==> src/design/bia_pkg.sv <==
`default_nettype none

package bia_pkg;

   localparam int unsigned ID_W            = 8;
   localparam int unsigned LIMIT_W         = 9;
   localparam int unsigned WORD_BITS       = 32;
   localparam int unsigned BIT_W           = 5;
   localparam int unsigned ID_SPACE        = 256;
   localparam int unsigned NUM_IDS_DEFAULT = 256;
   localparam int unsigned QUEUE_DEPTH     = 2;

   localparam logic [LIMIT_W-1:0]   LIMIT_RESET = 9'd256;
   localparam logic [WORD_BITS-1:0] WORD_ONES   = 32'hFFFF_FFFF;

   localparam logic CMD_ALLOC   = 1'b0;
   localparam logic CMD_RELEASE = 1'b1;

   typedef enum logic [1:0] {
      OP_ALLOC   = 2'd0,
      OP_RELEASE = 2'd1,
      OP_REJECT  = 2'd2
   } op_kind_type;

   typedef struct packed {
      op_kind_type       kind;
      logic [ID_W-1:0]   id;
   } job_type;

   typedef struct packed {
      logic               clear;
      logic [LIMIT_W-1:0] eff_limit;
   } ctrl_type;

   // index of the lowest set bit; zero when none is set
   function automatic logic [BIT_W-1:0] lowest_index(input logic [WORD_BITS-1:0] bits);
      logic [WORD_BITS-1:0] onehot;
      logic [BIT_W-1:0]     idx;
      onehot = bits & (~bits + WORD_BITS'(1));
      idx    = '0;
      for (int i = 0; i < WORD_BITS; i++) begin
         for (int b = 0; b < BIT_W; b++) begin
            if (((i >> b) & 1) != 0) begin
               idx[b] = idx[b] | onehot[i];
            end
         end
      end
      return idx;
   endfunction

endpackage

`default_nettype wire

==> src/design/bia_if.sv <==
`default_nettype none

interface bia_req_if;
   logic                       valid;
   logic                       ready;
   logic                       command;
   logic [bia_pkg::ID_W-1:0]   release_id;
   modport source (output valid, command, release_id, input ready);
   modport sink   (input valid, command, release_id, output ready);
endinterface

interface bia_rsp_if;
   logic                       valid;
   logic                       ready;
   logic                       ok;
   logic [bia_pkg::ID_W-1:0]   id;
   modport source (output valid, ok, id, input ready);
   modport sink   (input valid, ok, id, output ready);
endinterface

interface bia_csr_if;
   logic                        valid;
   logic                        ready;
   logic [bia_pkg::LIMIT_W-1:0] data;
   modport source (output valid, data, input ready);
   modport sink   (input valid, data, output ready);
endinterface

`default_nettype wire

==> src/design/bia_front.sv <==
`default_nettype none

module bia_front #(
   parameter int unsigned NUM_IDS = bia_pkg::NUM_IDS_DEFAULT
) (
   input  logic               clock,
   input  logic               reset,
   bia_req_if.sink            req_ch,
   bia_csr_if.sink            csr_ch,
   output logic               push_valid,
   output bia_pkg::job_type   push_job,
   input  logic               push_ready,
   output bia_pkg::ctrl_type  ctrl
);
   import bia_pkg::*;

   localparam int unsigned CapInt = (NUM_IDS < ID_SPACE) ? NUM_IDS : ID_SPACE;
   localparam logic [LIMIT_W-1:0] Cap = LIMIT_W'(CapInt);

   logic [LIMIT_W-1:0] limit_ff;
   logic [LIMIT_W-1:0] limit_in;
   logic [LIMIT_W-1:0] eff_limit;

   assign csr_ch.ready = 1'b1;
   assign limit_in     = csr_ch.valid ? csr_ch.data : limit_ff;
   assign eff_limit    = (limit_ff < Cap) ? limit_ff : Cap;

   always_ff @(posedge clock) begin
      if (reset) begin
         limit_ff <= LIMIT_RESET;
      end else begin
         limit_ff <= limit_in;
      end
   end

   assign ctrl.clear     = csr_ch.valid;
   assign ctrl.eff_limit = eff_limit;

   assign req_ch.ready = push_ready;
   assign push_valid   = req_ch.valid;

   // out-of-range releases are settled here and never touch the map
   always_comb begin
      push_job.id = req_ch.release_id;
      unique case (req_ch.command)
         CMD_ALLOC: begin
            push_job.kind = OP_ALLOC;
         end
         CMD_RELEASE: begin
            push_job.kind = ({1'b0, req_ch.release_id} < eff_limit) ? OP_RELEASE : OP_REJECT;
         end
         default: begin
            push_job.kind = OP_REJECT;
         end
      endcase
   end

endmodule

`default_nettype wire

==> src/design/bia_queue.sv <==
`default_nettype none

module bia_queue (
   input  logic               clock,
   input  logic               reset,
   input  logic               push_valid,
   input  bia_pkg::job_type   push_job,
   output logic               push_ready,
   output logic               pop_valid,
   output bia_pkg::job_type   pop_job,
   input  logic               pop
);
   import bia_pkg::*;

   localparam int unsigned PtrW = (QUEUE_DEPTH > 1) ? $clog2(QUEUE_DEPTH) : 1;
   localparam int unsigned CntW = $clog2(QUEUE_DEPTH + 1);

   job_type         slot_ff [QUEUE_DEPTH];
   logic [PtrW-1:0] wr_ff;
   logic [PtrW-1:0] wr_in;
   logic [PtrW-1:0] rd_ff;
   logic [PtrW-1:0] rd_in;
   logic [CntW-1:0] count_ff;
   logic [CntW-1:0] count_in;
   logic            do_push;
   logic            do_pop;

   assign push_ready = (count_ff != CntW'(QUEUE_DEPTH));
   assign pop_valid  = (count_ff != '0);
   assign pop_job    = slot_ff[rd_ff];
   assign do_push    = push_valid && push_ready;
   assign do_pop     = pop && pop_valid;

   always_comb begin
      wr_in = wr_ff;
      rd_in = rd_ff;
      if (do_push) begin
         wr_in = (wr_ff == PtrW'(QUEUE_DEPTH - 1)) ? '0 : wr_ff + PtrW'(1);
      end
      if (do_pop) begin
         rd_in = (rd_ff == PtrW'(QUEUE_DEPTH - 1)) ? '0 : rd_ff + PtrW'(1);
      end
      count_in = count_ff + CntW'(do_push) - CntW'(do_pop);
   end

   always_ff @(posedge clock) begin
      if (reset) begin
         wr_ff    <= '0;
         rd_ff    <= '0;
         count_ff <= '0;
      end else begin
         wr_ff    <= wr_in;
         rd_ff    <= rd_in;
         count_ff <= count_in;
      end
   end

   always_ff @(posedge clock) begin
      if (do_push) begin
         slot_ff[wr_ff] <= push_job;
      end
   end

endmodule

`default_nettype wire

==> src/design/bia_back.sv <==
`default_nettype none

module bia_back #(
   parameter int unsigned NUM_IDS = bia_pkg::NUM_IDS_DEFAULT
) (
   input  logic               clock,
   input  logic               reset,
   input  bia_pkg::ctrl_type  ctrl,
   input  logic               pop_valid,
   input  bia_pkg::job_type   pop_job,
   output logic               pop,
   bia_rsp_if.source          rsp_ch
);
   import bia_pkg::*;

   localparam int unsigned CapInt   = (NUM_IDS < ID_SPACE) ? NUM_IDS : ID_SPACE;
   localparam int unsigned MapWords = (CapInt + WORD_BITS - 1) / WORD_BITS;
   localparam int unsigned WordW    = (MapWords > 1) ? $clog2(MapWords) : 1;
   localparam int unsigned HiW      = LIMIT_W - BIT_W;

   typedef enum logic [1:0] {
      ST_IDLE = 2'b01,
      ST_WORK = 2'b10
   } state_type;

   state_type             state_ff;
   state_type             state_in;
   job_type               job_ff;
   job_type               job_in;
   logic [WordW-1:0]      wcnt_ff;
   logic [WordW-1:0]      wcnt_in;
   logic [WORD_BITS-1:0]  map_ff [MapWords];
   logic [WORD_BITS-1:0]  map_in;
   logic                  map_we;
   logic                  rsp_valid_ff;
   logic                  rsp_valid_in;
   logic                  rsp_ok_ff;
   logic                  rsp_ok_in;
   logic [ID_W-1:0]       rsp_id_ff;
   logic [ID_W-1:0]       rsp_id_in;

   logic [WORD_BITS-1:0]  word;
   logic [WORD_BITS-1:0]  mask;
   logic [WORD_BITS-1:0]  free;
   logic [BIT_W-1:0]      free_idx;
   logic [BIT_W-1:0]      bit_sel;
   logic                  found;
   logic                  rel_hit;
   logic [HiW-1:0]        lim_hi;
   logic [BIT_W-1:0]      lim_lo;
   logic [HiW-1:0]        w_ext;
   logic [LIMIT_W-1:0]    lim_m1;
   logic [WordW-1:0]      last_word;
   logic                  lim_zero;
   logic                  is_last;
   logic                  out_free;

   assign word     = map_ff[wcnt_ff];
   assign bit_sel  = job_ff.id[BIT_W-1:0];
   assign rel_hit  = word[bit_sel];
   assign lim_hi   = ctrl.eff_limit[LIMIT_W-1:BIT_W];
   assign lim_lo   = ctrl.eff_limit[BIT_W-1:0];
   assign w_ext    = HiW'(wcnt_ff);
   assign lim_m1   = ctrl.eff_limit - LIMIT_W'(1);
   assign last_word = lim_m1[BIT_W +: WordW];
   assign lim_zero = (ctrl.eff_limit == '0);
   assign is_last  = lim_zero || (wcnt_ff == last_word);
   assign out_free = !rsp_valid_ff || rsp_ch.ready;

   // bits of this word that lie below the limit
   always_comb begin
      if (w_ext < lim_hi) begin
         mask = WORD_ONES;
      end else if (w_ext == lim_hi) begin
         mask = ~(WORD_ONES << lim_lo);
      end else begin
         mask = '0;
      end
   end

   assign free     = ~word & mask;
   assign found    = |free;
   assign free_idx = lowest_index(free);

   always_comb begin
      state_in     = state_ff;
      job_in       = job_ff;
      wcnt_in      = wcnt_ff;
      pop          = 1'b0;
      map_we       = 1'b0;
      map_in       = word;
      rsp_valid_in = rsp_valid_ff && !rsp_ch.ready;
      rsp_ok_in    = rsp_ok_ff;
      rsp_id_in    = rsp_id_ff;
      unique case (state_ff)
         ST_IDLE: begin
            if (pop_valid) begin
               pop      = 1'b1;
               job_in   = pop_job;
               state_in = ST_WORK;
               wcnt_in  = (pop_job.kind == OP_RELEASE) ? pop_job.id[BIT_W +: WordW] : '0;
            end
         end
         ST_WORK: begin
            unique case (job_ff.kind)
               OP_ALLOC: begin
                  if (found) begin
                     if (out_free) begin
                        map_we       = 1'b1;
                        map_in       = word | (WORD_BITS'(1) << free_idx);
                        rsp_valid_in = 1'b1;
                        rsp_ok_in    = 1'b1;
                        rsp_id_in    = ID_W'({wcnt_ff, free_idx});
                        state_in     = ST_IDLE;
                     end
                  end else if (is_last) begin
                     if (out_free) begin
                        rsp_valid_in = 1'b1;
                        rsp_ok_in    = 1'b0;
                        rsp_id_in    = '0;
                        state_in     = ST_IDLE;
                     end
                  end else begin
                     wcnt_in = wcnt_ff + WordW'(1);
                  end
               end
               OP_RELEASE: begin
                  if (out_free) begin
                     map_we       = rel_hit;
                     map_in       = word & ~(WORD_BITS'(1) << bit_sel);
                     rsp_valid_in = 1'b1;
                     rsp_ok_in    = rel_hit;
                     rsp_id_in    = '0;
                     state_in     = ST_IDLE;
                  end
               end
               default: begin
                  if (out_free) begin
                     rsp_valid_in = 1'b1;
                     rsp_ok_in    = 1'b0;
                     rsp_id_in    = '0;
                     state_in     = ST_IDLE;
                  end
               end
            endcase
         end
         default: begin
            state_in = ST_IDLE;
         end
      endcase
   end

   always_ff @(posedge clock) begin
      if (reset) begin
         state_ff     <= ST_IDLE;
         rsp_valid_ff <= 1'b0;
      end else begin
         state_ff     <= state_in;
         rsp_valid_ff <= rsp_valid_in;
      end
   end

   always_ff @(posedge clock) begin
      job_ff    <= job_in;
      wcnt_ff   <= wcnt_in;
      rsp_ok_ff <= rsp_ok_in;
      rsp_id_ff <= rsp_id_in;
   end

   always_ff @(posedge clock) begin
      if (reset || ctrl.clear) begin
         for (int i = 0; i < MapWords; i++) begin
            map_ff[i] <= '0;
         end
      end else if (map_we) begin
         map_ff[wcnt_ff] <= map_in;
      end
   end

   assign rsp_ch.valid = rsp_valid_ff;
   assign rsp_ch.ok    = rsp_ok_ff;
   assign rsp_ch.id    = rsp_id_ff;

   a_fail_id_zero: assert property (@(posedge clock) disable iff (reset)
      (rsp_valid_ff && !rsp_ok_ff) |-> (rsp_id_ff == '0))
      else $error("failed word carries non-zero id");

   a_scan_bound: assert property (@(posedge clock) disable iff (reset)
      (state_ff == ST_WORK && job_ff.kind == OP_ALLOC && !lim_zero) |-> (wcnt_ff <= last_word))
      else $error("scan ran past the limit");

   a_alloc_below_limit: assert property (@(posedge clock) disable iff (reset)
      (state_ff == ST_WORK && job_ff.kind == OP_ALLOC && found)
      |-> (LIMIT_W'({wcnt_ff, free_idx}) < ctrl.eff_limit))
      else $error("free bit found at or above the limit");

   a_clear_map: assert property (@(posedge clock) disable iff (reset)
      $past(ctrl.clear) |-> (map_ff[0] == '0))
      else $error("map not cleared by limit write");

endmodule

`default_nettype wire

==> src/design/bitmap_id_allocator_top.sv <==
`default_nettype none

// Release: the word passes the queue, then the back end checks one map word; allocate
//   scans the 32-bit map words, one per cycle, up to 8, until a free bit below the limit.
// Throughput: the back end takes no new item until it has answered the last one;
//   a 2-entry queue decouples input.
// Reset: map all free, limit 256, queue and result register empty.
//   A limit write clears the whole map.
module bitmap_id_allocator_top #(
   parameter int unsigned NUM_IDS = bia_pkg::NUM_IDS_DEFAULT
) (
   input  logic        clock,
   input  logic        reset,
   bia_req_if.sink     req_ch,
   bia_rsp_if.source   rsp_ch,
   bia_csr_if.sink     csr_ch
);
   import bia_pkg::*;

   logic     push_valid;
   job_type  push_job;
   logic     push_ready;
   logic     pop_valid;
   job_type  pop_job;
   logic     pop;
   ctrl_type ctrl;

   bia_front #(
      .NUM_IDS (NUM_IDS)
   ) u_front (
      .clock      (clock),
      .reset      (reset),
      .req_ch     (req_ch),
      .csr_ch     (csr_ch),
      .push_valid (push_valid),
      .push_job   (push_job),
      .push_ready (push_ready),
      .ctrl       (ctrl)
   );

   bia_queue u_queue (
      .clock      (clock),
      .reset      (reset),
      .push_valid (push_valid),
      .push_job   (push_job),
      .push_ready (push_ready),
      .pop_valid  (pop_valid),
      .pop_job    (pop_job),
      .pop        (pop)
   );

   bia_back #(
      .NUM_IDS (NUM_IDS)
   ) u_back (
      .clock     (clock),
      .reset     (reset),
      .ctrl      (ctrl),
      .pop_valid (pop_valid),
      .pop_job   (pop_job),
      .pop       (pop),
      .rsp_ch    (rsp_ch)
   );

endmodule

`default_nettype wire

==> src/flat_wrapper.sv <==
// flat-port wrapper written by rule: the top's interface ports become plain ports
module bitmap_id_allocator_top_flat import bia_pkg::*;
#(
   parameter int unsigned NUM_IDS = bia_pkg::NUM_IDS_DEFAULT
)
  (clock, reset, req_ch_valid, req_ch_command, req_ch_release_id, req_ch_ready, rsp_ch_valid, rsp_ch_ok, rsp_ch_id, rsp_ch_ready, csr_ch_valid, csr_ch_data, csr_ch_ready);
  bia_req_if req_ch_i ();
  bia_rsp_if rsp_ch_i ();
  bia_csr_if csr_ch_i ();
  input  logic clock;
  input  logic reset;
  input wire logic [$bits(req_ch_i.valid)-1:0] req_ch_valid;
  input wire logic [$bits(req_ch_i.command)-1:0] req_ch_command;
  input wire logic [$bits(req_ch_i.release_id)-1:0] req_ch_release_id;
  output wire logic [$bits(req_ch_i.ready)-1:0] req_ch_ready;
  output wire logic [$bits(rsp_ch_i.valid)-1:0] rsp_ch_valid;
  output wire logic [$bits(rsp_ch_i.ok)-1:0] rsp_ch_ok;
  output wire logic [$bits(rsp_ch_i.id)-1:0] rsp_ch_id;
  input wire logic [$bits(rsp_ch_i.ready)-1:0] rsp_ch_ready;
  input wire logic [$bits(csr_ch_i.valid)-1:0] csr_ch_valid;
  input wire logic [$bits(csr_ch_i.data)-1:0] csr_ch_data;
  output wire logic [$bits(csr_ch_i.ready)-1:0] csr_ch_ready;
  assign req_ch_i.valid = req_ch_valid;
  assign req_ch_i.command = req_ch_command;
  assign req_ch_i.release_id = req_ch_release_id;
  assign req_ch_ready = req_ch_i.ready;
  assign rsp_ch_valid = rsp_ch_i.valid;
  assign rsp_ch_ok = rsp_ch_i.ok;
  assign rsp_ch_id = rsp_ch_i.id;
  assign rsp_ch_i.ready = rsp_ch_ready;
  assign csr_ch_i.valid = csr_ch_valid;
  assign csr_ch_i.data = csr_ch_data;
  assign csr_ch_ready = csr_ch_i.ready;
  bitmap_id_allocator_top #(.NUM_IDS(NUM_IDS)) u_core (.clock(clock), .reset(reset), .req_ch(req_ch_i), .rsp_ch(rsp_ch_i), .csr_ch(csr_ch_i));
endmodule
==> config.mk <==
export PLATFORM = sky130hd
export DESIGN_NAME = bitmap_id_allocator_top_flat
export DESIGN_NICKNAME = d
export VERILOG_FILES = /design/src/design/bia_pkg.sv /design/src/design/bia_if.sv /design/src/design/bia_front.sv /design/src/design/bia_queue.sv /design/src/design/bia_back.sv /design/src/design/bitmap_id_allocator_top.sv /design/src/flat_wrapper.sv
export SDC_FILE = /design/constraint.sdc
export NUM_CORES = 1
export LEC_CHECK = 0
export CAP_MARGIN = 20
export CORE_ASPECT_RATIO = 0.5
export CORE_MARGIN = 5
export CORE_UTILIZATION = 45
export DETAILED_ROUTE_END_ITERATION = 6
export DONT_BUFFER_PORTS = 1
export PLACE_DENSITY = 0.71
export SYNTH_ARGS = -nofsm -noshare
export SYNTH_HDL_FRONTEND = slang
export SYNTH_HIERARCHICAL = 1
export SYNTH_SLANG_ARGS = --single-unit
==> constraint.sdc <==
create_clock -name clock -period 4.79 [get_ports clock]
set_clock_uncertainty 0.05 [all_clocks]
set_input_delay 0.2395 -clock clock [delete_from_list [all_inputs] [get_ports clock]]
set_output_delay 0.2395 -clock clock [all_outputs]
set_load 0.02 [all_outputs]
# Word level (Yosys, flattened, before mapping)
# Memories as Yosys holds them, arrays and structs flattened. A register that Yosys moved wholly into a read port is not among the register bits.
# Cells that the tools add are included.
[totals] reg_bits=35 ram_bits=276 inputBits=23 output_inout_bits=12 word_cells=207 memories=2
[mem_list] name="u_core.u_back.map_ff" words=8 word_bits=32 read_ports=1 rd_clocked_by_memory_dff=1 wr=8 line="bia_back.sv:32" text="logic [WORD_BITS-1:0] map_ff [MapWords];"
[mem_list] name="u_core.u_queue.slot_ff" words=2 word_bits=10 read_ports=1 rd_clocked_by_memory_dff=1 wr=1 line="bia_queue.sv:18" text="job_type slot_ff [QUEUE_DEPTH];"
[op_classes] n_addsub=7 n_lt_le_gt_ge=4 eq_ne=15 shifts=3 muxes=62 bitwise_logic=84 reduce_logical=19
[ops] op="$mux 32" count=7
[ops] op="$not 32->32" count=4
[ops] op="$and 32x32->32" count=3
[ops] op="$or 1x1->1" count=75
[ops] op="$pmux 32 s2" count=1
[ops] op="$reduce_or 32->1" count=2
[ops] op="$shl 1x5->32 const A" count=2
[ops] op="$mux 8" count=5
[ops] op="$add 32x1->32 const B" count=1
[ops] op="$or 32x32->32" count=1
[ops] op="$shl 32x5->32 const A" count=1
[ops] op="$mux 1" count=29
[ops] op="$mux 3" count=7
[ops] op="$mux 2" count=6
[ops] op="$ne 2x2->1 const B" count=5
[ops] op="$logic_not 9->1" count=1
[ops] op="$lt 8x9->1" count=1
[ops] op="$lt 9x9->1 const B" count=1
[ops] op="$mux 9" count=1
[ops] op="$pmux 2 s2" count=2
[ops] op="$sub 8x1->8 const B" count=1
[ops] op="$eq 2x1->1 const B" count=3
[ops] op="$lt 5x6->1 const B" count=1
[ops] op="$ne 3x3->1 const B" count=2
[ops] op="23 further kinds" count=32

# Logic depth before layout (Yosys ltp)
# Gate-level depths: netlist of run 1.
[logic_depth] depth_word=32 depth_mapped=20 ltp_nobuf=14

# Hierarchy
# Netlist of run 1, hierarchy kept.
[by_module_without_submodules] module="bia_back" instances=1 cells_per_inst=1207 area_per_inst_um2=14801.7 seq_area_each_um2=8378.0
[by_module_without_submodules] module="bia_queue" instances=1 cells_per_inst=56 area_per_inst_um2=970.9 seq_area_each_um2=700.7
[by_module_without_submodules] module="bia_front" instances=1 cells_per_inst=80 area_per_inst_um2=709.4 seq_area_each_um2=180.2

# Least setup slack after synthesis of run 1
# No wires, ideal clock.
[synth_path] path_type="register to register" from="register u_core.u_front.limit_ff[8]" to="memory u_core.u_back.map_ff[3][0] (enable)" setup_ns=0.480 t_arrival_ns=4.529 t_required_ns=4.260 path_slack_ns=-0.269 path_stages_with_launch=21 n_path_buf=6 period_less_slack_ns=5.059 cell_sequence="dfxtp_1 > buf_6 > nand2b_1 > inv_1 > inv_1 > ha_1 > nand4b_1 > clkbuf_1 > clkbuf_1 > nor3_1 > o2bb2ai_1 > nand2_1 > or4b_4 > buf_6 > o41ai_1 > a21oi_1 > nand2b_1 > or2_2 > clkbuf_1 > clkbuf_1 > nand2_1"
[synth_lines] element="from (decl)" line="bia_front.sv:20" text="logic [LIMIT_W-1:0] limit_ff;"
[synth_lines] element="from (signal assigned)" line="bia_front.sv:32" text="limit_ff <= limit_in;"
[synth_lines] element="to (decl)" line="bia_back.sv:32"

==> summary.log, run 1 <==
INFO  run_status     outcome=complete, but fails checks
INFO  run_status     failed_checks=negative hold slack
INFO  logic_synthesis post_synth_num_cell_types=91
INFO  logic_synthesis synth_adder_area_share=0.00987
INFO  critical_path  rrSetupSlack=0.03ns
INFO  drt            num_vias=12.0k
INFO  logic_synthesis mapped_nets=1379
INFO  cts            clk_transition_reported_paths=0.07ns
INFO  critical_path  crit_slowest_cell=or4_1
INFO  timing         maxSlewViolCount=0
INFO  timing         grt_setup_unrepaired=true
INFO  cts            clock_path_buffers=3
INFO  global_routing global_route.usage.total=0.238
INFO  critical_path  critical_path_arrival=5.12ns
INFO  cts            cts_num_sinks=315
INFO  place          hpwl=33.6mm
INFO  timing         shortest_clock_period_the_worst_path_allows_after_layout=4.76ns
INFO  critical_path  cp_delay_by_family_top=simple AND/OR/NAND/NOR gates
INFO  floorplan      start_util=0.457
INFO  critical_path  regToRegStartpoint=u_core/u_front/limit_ff[8]$_SDFFE_PP1P_
INFO  logic_synthesis synth_ff_type=edfxtp_1
INFO  global_routing grt_pass1_wl=74.7mm
INFO  logic_synthesis synth_sequential_area_ratio=0.562
INFO  logic_synthesis synth_area_leaders=edfxtp_1 (54%), mux4_2 (7.4%), nor2_1 (6.4%)
INFO  place          port_buffers=0
INFO  cts            tritoncts=built
INFO  floorplan      top_ports=35
INFO  timing         report.final.hold_viol_count=1
INFO  finish         proportion_of_layout_cells_with_a_drive_suffix_above_1=0.232
INFO  place          globalplace.congestion=1.01
INFO  drt            ant_nets=0
INFO  timing         period_share=0.994
INFO  critical_path  crit_start=u_core/u_front/limit_ff[8]$_SDFFE_PP1P_
INFO  pwr            highest_ir_drop_seen_on_vdd=0.412mV
INFO  pwr            p_leak=0.00691uW
INFO  logic_synthesis ys_ff_latch=315
INFO  pwr            power_density=526nW/um^2
INFO  logic_synthesis synth_mux_area_frac=0.130
INFO  place          post-place-ws=-0.0633ns
INFO  critical_path  endpoint_kind=register
INFO  timing         report.final.setup_viol=0
INFO  logic_synthesis main_combinational_cell_family_by_area_after_synthesis=simple AND/OR/NAND/NOR gates
INFO  global_routing antenna_found_initial=0
INFO  finish         final_cell_mix=edfxtp_1 (295), nor2_1 (278), buf_4 (110)
INFO  cts            clock_insertion_delay_worst_skew=0.57ns
INFO  floorplan      core_area=36000um^2
INFO  logic_synthesis yosysWarningCount=6
INFO  logic_synthesis fraction_of_the_mapped_netlist_area_in_simple_logic_gates=0.146
INFO  finish         design_area=19400um^2
INFO  logic_synthesis synth_compound_gate_area_share=0.112
INFO  critical_path  timing.setup.critical_path_class=reg -> reg
INFO  finish         nets=1482
INFO  timing         final_critical_path_setup_slack=0.0307ns
INFO  finish         layout_filler_cell_count=2998
INFO  drt            drt-total-wl=49.6mm
INFO  global_routing gr-total-overflow=0
INFO  drt            avgViaCountPerCell=6.14
INFO  finish         number_of_cells_in_the_finished_layout_apart_from_fillers=1952
INFO  timing         max_freq=0.210GHz
INFO  logic_synthesis syn-cell-area=16500um^2
INFO  floorplan      die_h=145um
INFO  finish         layout_commonest_cell=edfxtp_1
INFO  critical_path  worst-r2r-cell-count=18
INFO  global_routing first_global_vias=11.9k
INFO  cts            clockRootBuffer=clkbuf_16
INFO  floorplan      floorplan.die_area=40800um^2
INFO  drt            drt-initial-drc-count=1625
INFO  flow_run       maximum_capacitance_violations=0
INFO  critical_path  path_buf_inv=6
INFO  floorplan      rows=49
INFO  critical_path  worstSetupStartpointType=register
INFO  drt            detail_route.wl_per_cell=25.4um
INFO  cts            cts_buffers=28
INFO  critical_path  timing.critical_path.cells=buf_4, nand2b_1, inv_1, inv_1, ha_1, o21ba_2, o31a_1, buf_4, a22o_1, and4bb_1, or4b_4, or4_1, a31o_2, buf_12, nor2_2, a41oi_2, buf_4, nor2_1
INFO  critical_path  worstSetupPathDepth=18
INFO  place          placed_area=17900um^2
INFO  drt            dr.pass1.iters=5
INFO  global_routing pin_count_of_the_biggest_net_entering_global_routing=33
INFO  critical_path  endpoint=u_core/u_back/map_ff[1][23]$_SDFFCE_PN0P_
INFO  critical_path  capturing_point_of_the_worst_reg2reg_path=u_core/u_back/map_ff[1][23]$_SDFFCE_PN0P_
INFO  hold_path      type_of_the_tightest_min_delay_check=in -> reg
INFO  timing         hold_ws=-0.0000216ns
INFO  logic_synthesis synth_area_per_cell=12.3um^2
INFO  critical_path  crit_required=5.15ns
INFO  timing         timing_worst_slew_pin_value=1.07ns
INFO  floorplan      die_width=281um
INFO  logic_synthesis synth_edf_count=295
INFO  place          post-place-cells=1863
INFO  finish         utilization=0.537
INFO  logic_synthesis synth_async_sr_flop_share=0
INFO  logic_synthesis xor_xnor_share_of_the_synthesized_area=0.00319
INFO  finish         syn2layout_area_growth=17.5%
INFO  critical_path  timing.critical_path.mode_cell=buf_4
INFO  drt            drt_drc_violations_left=0
INFO  critical_path  crit_path_max_fanout=10
INFO  cts            h_tree_lvls=1
INFO  finish         diodes=0
INFO  finish         ff_latch_area=9270um^2
INFO  finish         multi_input_comb_area=6790um^2
INFO  logic_synthesis synthCells=1343
INFO  logic_synthesis synth.top_cell.area_share=0.537
INFO  critical_path  cp_slowest_stage_delay=0.57ns
INFO  logic_synthesis yosys.area.top_type=edfxtp_1
INFO  timing         maxSlewHeadroom=0.280
-- layout make-up --
type	instances	area share
Timing Repair Buffer	168	0.0875
Inverter	21	0.00407
Clock buffer	41	0.0413
Clock inverter	11	0.00665
Sequential cell	315	0.478
Tap cell	484	0.0313
Multi-Input combinational cell	912	0.351
-- per-layer routing --
metal  global-route usage  wire length (um)  part of all wire  up-vias
met5                    0                 0                 0        -
li1                     -                 -                 -     5272
met3               0.0530              5240              0.11       80
met2                0.363             22000              0.44      673
met4               0.0594              1410             0.028        0
met1                0.349             21000              0.42     5967
-- kinds of logic (layout without fill, tap and decap cells) --
| group | Yosys count | after routing |
|---|---|---|
| AOI/OAI and AO/OA | 244 | 244 |
| other | 1 | 1 |
| xor gates and xnor gates | 6 | 6 |
| adders and majority gates | 13 | 13 |
| and+or+nand+nor | 509 | 509 |
| muxes | 139 | 139 |
| DFF | 315 | 315 |
| buffers and inverters | 116 | 241 |
-- through the flow --
stage	power [uW]	setup TNS [ns]
final	10200	0
after detailed placement	7670	-0.311
after CTS	10000	-0.0584
after global routing	10600	-1.02
after global placement	7630	-0.115
after floorplan	6130	-34.24
-- report_power, final --
part	leakage [uW]	total, uW	switching [uW]	internal, uW
combinational	0.00307	4300	2520	1780
sequential	0.00338	3570	317	3260
clock	0.000455	2320	997	1320
-- Yosys cell counts, types with 4 or more instances --
cell	number
a31oi_2	18
a21boi_0	5
nand4_1	10
nor3_1	44
mux4_2	54
buf_2	16
and2_1	14
and3_1	5
nor2_1	279
or3_1	4
nand3_1	17
xnor2_1	4
a21o_1	8
buf_6	6
a211o_1	4
nand2b_1	24
o22ai_1	4
dfxtp_1	20
buf_4	19
a22o_1	4
a211oi_1	9
ha_1	13
mux2i_1	61
o21a_1	7
a22oi_1	12
a41oi_2	11
a21oi_1	69
or2_2	8
inv_1	21
a31oi_1	6
nand2_1	56
edfxtp_1	295
o31ai_1	6
nor2b_1	14
mux2_2	20
clkbuf_1	50
o21ai_0	34
nor3b_1	5
nor4_1	5
-- tightest hold or removal path, stage by stage --
cell and delay [ns]:
nor2b_1 0.07, nand2_1 0.08, mux2i_1 0.06
-- state kept, by name (all words and copies together) (netlist names), 2 cells and up, named ones only --
| name | count |
|---|---|
| u_core/u_back/state_ff | 2 |
| u_core/u_back/job_ff | 2 |
| u_core/u_back/map_ff | 256 |
| u_core/u_queue/count_ff | 2 |
| u_core/u_back/rsp_ch.id | 8 |
| u_core/u_front/limit_ff | 9 |
| u_core/u_back/bit_sel | 5 |
| u_core/u_queue/slot_ff | 20 |
| u_core/u_back/wcnt_ff | 3 |
-- worst min-delay path by stage --
stage | startpoint | end | slack (ns) | cells past startpoint
after floorplan | reset | u_core/u_back/rsp_ch.valid$_SDFF_PP0_ | 0.26 | 1
after global placement | reset | u_core/u_queue/count_ff[0]$_SDFF_PP0_ | 0.27 | 1
after detailed placement | reset | u_core/u_front/limit_ff[5]$_SDFFE_PP0P_ | 0.27 | 1
after CTS | rsp_ch_ready | u_core/u_back/rsp_ch.valid$_SDFF_PP0_ | 0.09 | 2
after global routing | rsp_ch_ready | u_core/u_back/rsp_ch.id[4]$_DFFE_PP_ | 0.02 | 3
final | rsp_ch_ready | u_core/u_back/rsp_ch.id[3]$_DFFE_PP_ | -0.00002 | 3
-- repair_timing --
action,4_1_cts,5_1_grt
cloned,0,0
pin swaps,1,3
endpoints found under the setup margin,56,526
gates resized for setup,2,33
hold buffers,29,0
buffers inserted,4,3
hold endpoints to repair,37,0
Note: power is estimated with default switching activity, not from simulation.
==> run 2: changes to the inputs <==
CTS_BUF_LIST = sky130_fd_sc_hd__clkbuf_4 sky130_fd_sc_hd__clkbuf_8   (was unset)
==> summary.log, run 2 (synthesis results as in run 1) <==
INFO  timing         hold_ws=0.0874ns
INFO  pwr            p_leak=0.00696uW
INFO  cts            cts_num_sinks=315
INFO  finish         diodes=0
INFO  place          placed_area=17900um^2
INFO  floorplan      die_h=145um
INFO  pwr            netSwitchingFraction=0.385
INFO  critical_path  crit_path_max_fanout=10
INFO  critical_path  worstSetupStartpointType=register
INFO  finish         final_cell_mix=edfxtp_1 (295), nor2_1 (278), buf_4 (110)
INFO  global_routing pin_count_of_the_biggest_net_entering_global_routing=33
INFO  drt            detail_route.wl_per_cell=25.1um
INFO  critical_path  crit_slowest_cell=or4_1
INFO  timing         period_share=0.985
INFO  place          hpwl=33.6mm
INFO  drt            drt-initial-drc-count=1606
INFO  drt            num_vias=12.1k
INFO  floorplan      start_util=0.457
INFO  place          post-place-ws=-0.0633ns
INFO  timing         max_freq=0.212GHz
INFO  cts            clock_path_buffers=3
INFO  critical_path  cp_slowest_stage_delay=0.59ns
INFO  pwr            power_frac_clock=0.217
INFO  pwr            internal_power=6210uW
INFO  critical_path  worst-r2r-cell-count=18
INFO  floorplan      die_width=281um
INFO  timing         report.final.hold_viol_count=0
INFO  drt            ant_nets=0
INFO  cts            cts_buffers=45
INFO  critical_path  timing.critical_path.cells=buf_4, nand2b_1, inv_1, inv_1, ha_1, o21ba_2, o31a_1, buf_4, a22o_1, and4bb_1, or4b_4, or4_1, a31oi_1, buf_4, nor4_2, buf_4, a31oi_2, nor2_1
INFO  pwr            totalPowerFinal=10100uW
INFO  timing         final_critical_path_setup_slack=0.0730ns
INFO  drt            avgViaCountPerCell=6.11
INFO  flow_run       maximum_capacitance_violations=0
INFO  timing         maxSlewViolCount=0
INFO  critical_path  worstSetupPathDepth=18
INFO  global_routing gr-total-overflow=0
INFO  critical_path  rrSetupSlack=0.07ns
INFO  timing         maxSlewHeadroom=0.249
INFO  finish         proportion_of_layout_cells_with_a_drive_suffix_above_1=0.250
INFO  drt            drt-total-wl=49.7mm
INFO  cts            tritoncts=built
INFO  cts            clock_insertion_delay_worst_skew=0.60ns
INFO  finish         layout_commonest_cell=edfxtp_1
INFO  critical_path  critical_path_arrival=4.96ns
INFO  critical_path  cp_delay_by_family_top=simple AND/OR/NAND/NOR gates
INFO  timing         timing_worst_slew_pin_value=1.12ns
INFO  pwr            power_switching=3880uW
INFO  pwr            power_frac_comb=0.430
INFO  timing         grt_setup_unrepaired=true
INFO  finish         layout_filler_cell_count=2996
INFO  cts            clockRootBuffer=clkbuf_8
INFO  global_routing antenna_found_initial=0
INFO  hold_path      type_of_the_tightest_min_delay_check=in -> reg
INFO  critical_path  crit_required=5.04ns
INFO  critical_path  endpoint_kind=register
INFO  pwr            seq_power_share=0.353
INFO  cts            clk_transition_reported_paths=0.07ns
INFO  drt            drt_drc_violations_left=0
INFO  finish         nets=1501
INFO  pwr            highest_ir_drop_seen_on_vdd=0.355mV
INFO  critical_path  path_buf_inv=6
INFO  drt            dr.pass1.iters=6
INFO  floorplan      core_area=36000um^2
INFO  floorplan      top_ports=35
INFO  global_routing first_global_vias=12.0k
INFO  finish         number_of_cells_in_the_finished_layout_apart_from_fillers=1979
INFO  critical_path  timing.critical_path.mode_cell=buf_4
INFO  cts            h_tree_lvls=2
INFO  critical_path  timing.setup.critical_path_class=reg -> reg
INFO  place          post-place-cells=1863
INFO  finish         design_area=19500um^2
INFO  global_routing grt_pass1_wl=74.6mm
INFO  timing         report.final.setup_viol=0
INFO  finish         largest_registers=u_core/u_back/map_ff x256, u_core/u_queue/slot_ff x20, u_core/u_front/limit_ff x9
INFO  floorplan      floorplan.die_area=40800um^2
INFO  floorplan      rows=49
INFO  place          port_buffers=0
INFO  place          globalplace.congestion=1.01
INFO  finish         syn2layout_area_growth=18.0%
INFO  hold_path      holdPathStages=2
INFO  finish         max_flop_register=u_core/u_back/map_ff
INFO  finish         largest_reg_flops=256
INFO  pwr            power_density=519nW/um^2
INFO  timing         shortest_clock_period_the_worst_path_allows_after_layout=4.72ns
INFO  global_routing global_route.usage.total=0.239
INFO  run_status     outcome=finished clean
## run 2: per-layer routing
layer	up-vias	wire (um)	global-route usage
met5	-	0	0
met4	0	1150	0.0592
met3	71	5340	0.0584
met2	692	22200	0.361
met1	6027	21000	0.349
li1	5311	-	-
## run 2: layout make-up
class | count | area, um^2 | area share
clock buffers | 60 | 738 | 0.0379
flip-flops and latches | 315 | 9270 | 0.476
clock inverters | 17 | 166 | 0.00855
well taps | 484 | 606 | 0.0311
multi-input cells | 912 | 6870 | 0.353
repair buffers | 170 | 1730 | 0.0888
inverters | 21 | 78.8 | 0.00405
## run 2: power groups by stage
| stage | clock, uW | combinational (uW) | sequential [uW] |
|---|---|---|---|
| final | 2190 | 4340 | 3570 |
| after global routing | 2350 | 4590 | 3600 |
| after CTS | 2210 | 4080 | 3590 |
| after detailed placement | 0 | 4020 | 3640 |
| after global placement | 0 | 4000 | 3630 |
| after floorplan | 0 | 2750 | 3380 |
## run 2: metrics by stage
| stage | setup TNS [ns] | util |
|---|---|---|
| detailed placement | -0.311 | 0.497 |
| floorplan | -34.24 | - |
| CTS | 0 | 0.530 |
| global placement | -0.115 | 0.497 |
| finish | 0 | 0.540 |
| global route | -0.637 | 0.540 |
## run 2: what timing repair did
action                                 in CTS  in global routing
buffers inserted                            3                  6
setup endpoints to repair                  82                528
hold buffers                               28                  1
resized for setup                           2                 43
pin swaps                                   3                  3
endpoints found under the hold margin      37                  5
## run 2: final timing paths
kind	to	startpoint
max	u_core/u_back/map_ff[1][16]$_SDFFCE_PN0P_	u_core/u_front/limit_ff[8]$_SDFFE_PP1P_
min	u_core/u_back/rsp_ch.valid$_SDFF_PP0_	rsp_ch_ready
max reg2reg	u_core/u_back/map_ff[1][16]$_SDFFCE_PN0P_	u_core/u_front/limit_ff[8]$_SDFFE_PP1P_
min reg2reg	register	u_core/u_queue/rd_ff$_SDFFE_PP0P_
==> run 3: changes to the inputs <==
clock period = 4.05 ns   (was 4.79 ns; I/O delays follow)
==> summary.log, run 3 (synthesis results as in run 1) <==
INFO  critical_path  crit_slowest_cell=or4b_4
INFO  cts            cts_buffers=44
INFO  critical_path  crit_required=4.31ns
INFO  cts            tritoncts=built
INFO  finish         nets=1754
INFO  critical_path  timing.setup.critical_path_class=reg -> reg
INFO  drt            detail_route.wirelength.met1=23.9mm
INFO  hold_path      type_of_the_tightest_min_delay_check=in -> reg
INFO  finish         proportion_of_layout_cells_with_a_drive_suffix_above_1=0.437
INFO  drt            drt-total-wl=55.9mm
INFO  critical_path  timing.critical_path.cells=nand2b_4, inv_4, inv_2, ha_4, and4b_1, o211ai_1, buf_4, a22o_1, nand2_1, or4b_4, or4_4, a31o_4, buf_6, and2_4, a41oi_2, buf_6, nor2_1
INFO  timing         max_freq=0.231GHz
INFO  floorplan      start_util=0.457
INFO  floorplan      floorplan.die_area=40800um^2
INFO  cts            clk_transition_reported_paths=0.07ns
INFO  drt            wl_met2=24.5mm
INFO  drt            drt_drc_violations_left=0
INFO  global_routing first_global_vias=13.4k
INFO  critical_path  cp_slowest_stage_delay=0.62ns
INFO  finish         largest_registers=u_core/u_back/map_ff x256, u_core/u_queue/slot_ff x20, u_core/u_front/limit_ff x9
INFO  drt            avgViaCountPerCell=5.98
INFO  pwr            power_density=595nW/um^2
INFO  timing         final_critical_path_setup_slack=-0.275ns
INFO  pwr            highest_ir_drop_seen_on_vdd=0.555mV
INFO  floorplan      die_width=281um
INFO  critical_path  rrSetupSlack=-0.28ns
INFO  critical_path  worst-r2r-cell-count=17
INFO  critical_path  capturing_point_of_the_worst_reg2reg_path=u_core/u_back/map_ff[5][27]$_SDFFCE_PN0P_
INFO  critical_path  cp_delay_by_family_top=simple AND/OR/NAND/NOR gates
INFO  finish         layout_filler_cell_count=2715
INFO  run_status     outcome=complete, but fails checks
INFO  timing         timing_worst_slew_pin_value=0.961ns
INFO  drt            drt-initial-drc-count=1441
INFO  timing         maxSlewHeadroom=0.357
INFO  global_routing gr-total-overflow=0
INFO  critical_path  critical_path_arrival=4.59ns
INFO  cts            clockRootBuffer=clkbuf_8
INFO  drt            dr_wl_met3=5.97mm
INFO  critical_path  worstSetupStartpointType=register
INFO  floorplan      rows=49
INFO  critical_path  crit_path_max_fanout=8
INFO  run_status     failed_checks=negative setup slack
INFO  hold_path      timing.hold.worst.start=rsp_ch_ready
INFO  flow_run       maximum_capacitance_violations=0
INFO  place          globalplace.congestion=0.995
INFO  timing         report.final.hold_viol_count=0
INFO  global_routing antenna_found_initial=0
INFO  place          post-place-ws=-0.573ns
INFO  pwr            p_leak=0.00841uW
INFO  hold_path      holdPathStages=2
INFO  critical_path  path_buf_inv=5
INFO  timing         grt_setup_unrepaired=true
INFO  global_routing pin_count_of_the_biggest_net_entering_global_routing=33
INFO  hold_path      hold_end=u_core/u_back/rsp_ch.valid$_SDFF_PP0_
INFO  drt            dr.pass1.iters=5
INFO  cts            h_tree_lvls=2
INFO  drt            top_layer_used=met4
INFO  global_routing grt_pass1_wl=82.1mm
INFO  finish         syn2layout_area_growth=36.2%
INFO  floorplan      top_ports=35
INFO  critical_path  timing.critical_path.mode_cell=buf_6
INFO  floorplan      die_h=145um
INFO  critical_path  endpoint_kind=register
INFO  timing         shortest_clock_period_the_worst_path_allows_after_layout=4.33ns
INFO  place          hpwl=38.8mm
INFO  drt            num_vias=13.4k
INFO  cts            clock_insertion_delay_worst_skew=0.57ns
INFO  critical_path  regToRegStartpoint=u_core/u_front/limit_ff[7]$_SDFFE_PP0P_
INFO  finish         final_cell_mix=buf_4 (317), edfxtp_1 (295), nor2_1 (222)
INFO  finish         largest_reg_flops=256
INFO  floorplan      core_area=36000um^2
INFO  finish         max_flop_register=u_core/u_back/map_ff
INFO  cts            cts_num_sinks=315
INFO  drt            ant_nets=0
INFO  timing         report.final.setup_viol=358
INFO  timing         period_share=1.07
INFO  timing         maxSlewViolCount=0
INFO  global_routing global_route.usage.total=0.264
INFO  timing         hold_ws=0.0918ns
INFO  finish         diodes=0
INFO  cts            clock_path_buffers=3
INFO  finish         layout_commonest_cell=buf_4
INFO  place          port_buffers=0
INFO  drt            detail_route.wl_per_cell=25.0um
## run 3: layout make-up
type,instances,area (um^2),share of cell area
timing repair buffer,424,3960,0.176
inverter,21,86.3,0.00384
clock buffer,67,785,0.0349
clock inverter,8,43.8,0.00195
sequential,315,9270,0.413
tap,484,606,0.0270
multi-input combinational,912,7700,0.343
## run 3: metal layers
metal  vias up  track usage
met2       765        0.393
met5         -            0
met4         0       0.0724
li1       5827            -
met3       101       0.0620
met1      6657        0.393
## run 3: timing repair
action                                  in CTS  in global routing
resized for setup                          120                107
buffers inserted                            35                  7
hold buffers                                29                  0
endpoints found under the setup margin     526                537
pin swaps                                   33                 36
cloned                                       4                  4
endpoints found under the hold margin       37                  0
## run 3: how the worst max path moves through the flow
stage | from | to | slack, ns | cells after the start
5_1_grt | u_core/u_front/limit_ff[8]$_SDFFE_PP1P_ | u_core/u_back/map_ff[4][23]$_SDFFCE_PN0P_ | -0.39 | 18
3_5_place_dp | register | u_core/u_back/map_ff[1][5]$_SDFFCE_PN0P_ | -0.57 | 15
4_1_cts | u_core/u_front/limit_ff[8]$_SDFFE_PP1P_ | u_core/u_back/map_ff[6][5]$_SDFFCE_PN0P_ | -0.20 | 21
3_3_place_gp | register | u_core/u_back/map_ff[6][5]$_SDFFCE_PN0P_ | -0.52 | 16
6_report | u_core/u_front/limit_ff[7]$_SDFFE_PP0P_ | u_core/u_back/map_ff[5][27]$_SDFFCE_PN0P_ | -0.28 | 17
2_1_floorplan | u_core/u_front/limit_ff[8]$_SDFFE_PP1P_ | u_core/u_back/map_ff[0][5]$_SDFFCE_PN0P_ | 0.004 | 16
## run 3: stage by stage
step	util	TNS, ns	cell area, um^2	power, uW	instances
after floorplan	-	0	16800	7390	1343
after global placement	0.550	-140.11	19800	10100	2083
after detailed placement	0.550	-129.19	19800	10200	2083
after CTS	0.610	-24.76	22000	13100	2224
after global routing	0.623	-113.39	22500	13900	2231
final	0.623	-45.06	22500	13400	2231
## run 3: power breakdown
group          internal [uW]  leakage [uW]  total [uW]  switching [uW]
sequential              3850       0.00338        4090             241
combinational           3160       0.00458        6850            3700
clock                   1230      0.000446        2410            1180
total                   8240       0.00841       13400            5120
## run 3: worst reg2reg max path, cell delays in order (launching register included)
cell and delay, ns:
dfxtp_1 0.44, nand2b_4 0.09, inv_4 0.06, inv_2 0.04, ha_4 0.22, and4b_1 0.28
o211ai_1 0.18, buf_4 0.17, a22o_1 0.14, nand2_1 0.09, or4b_4 0.62, or4_4 0.57
a31o_4 0.27, buf_6 0.13, and2_4 0.19, a41oi_2 0.25, buf_6 0.23, nor2_1 0.06
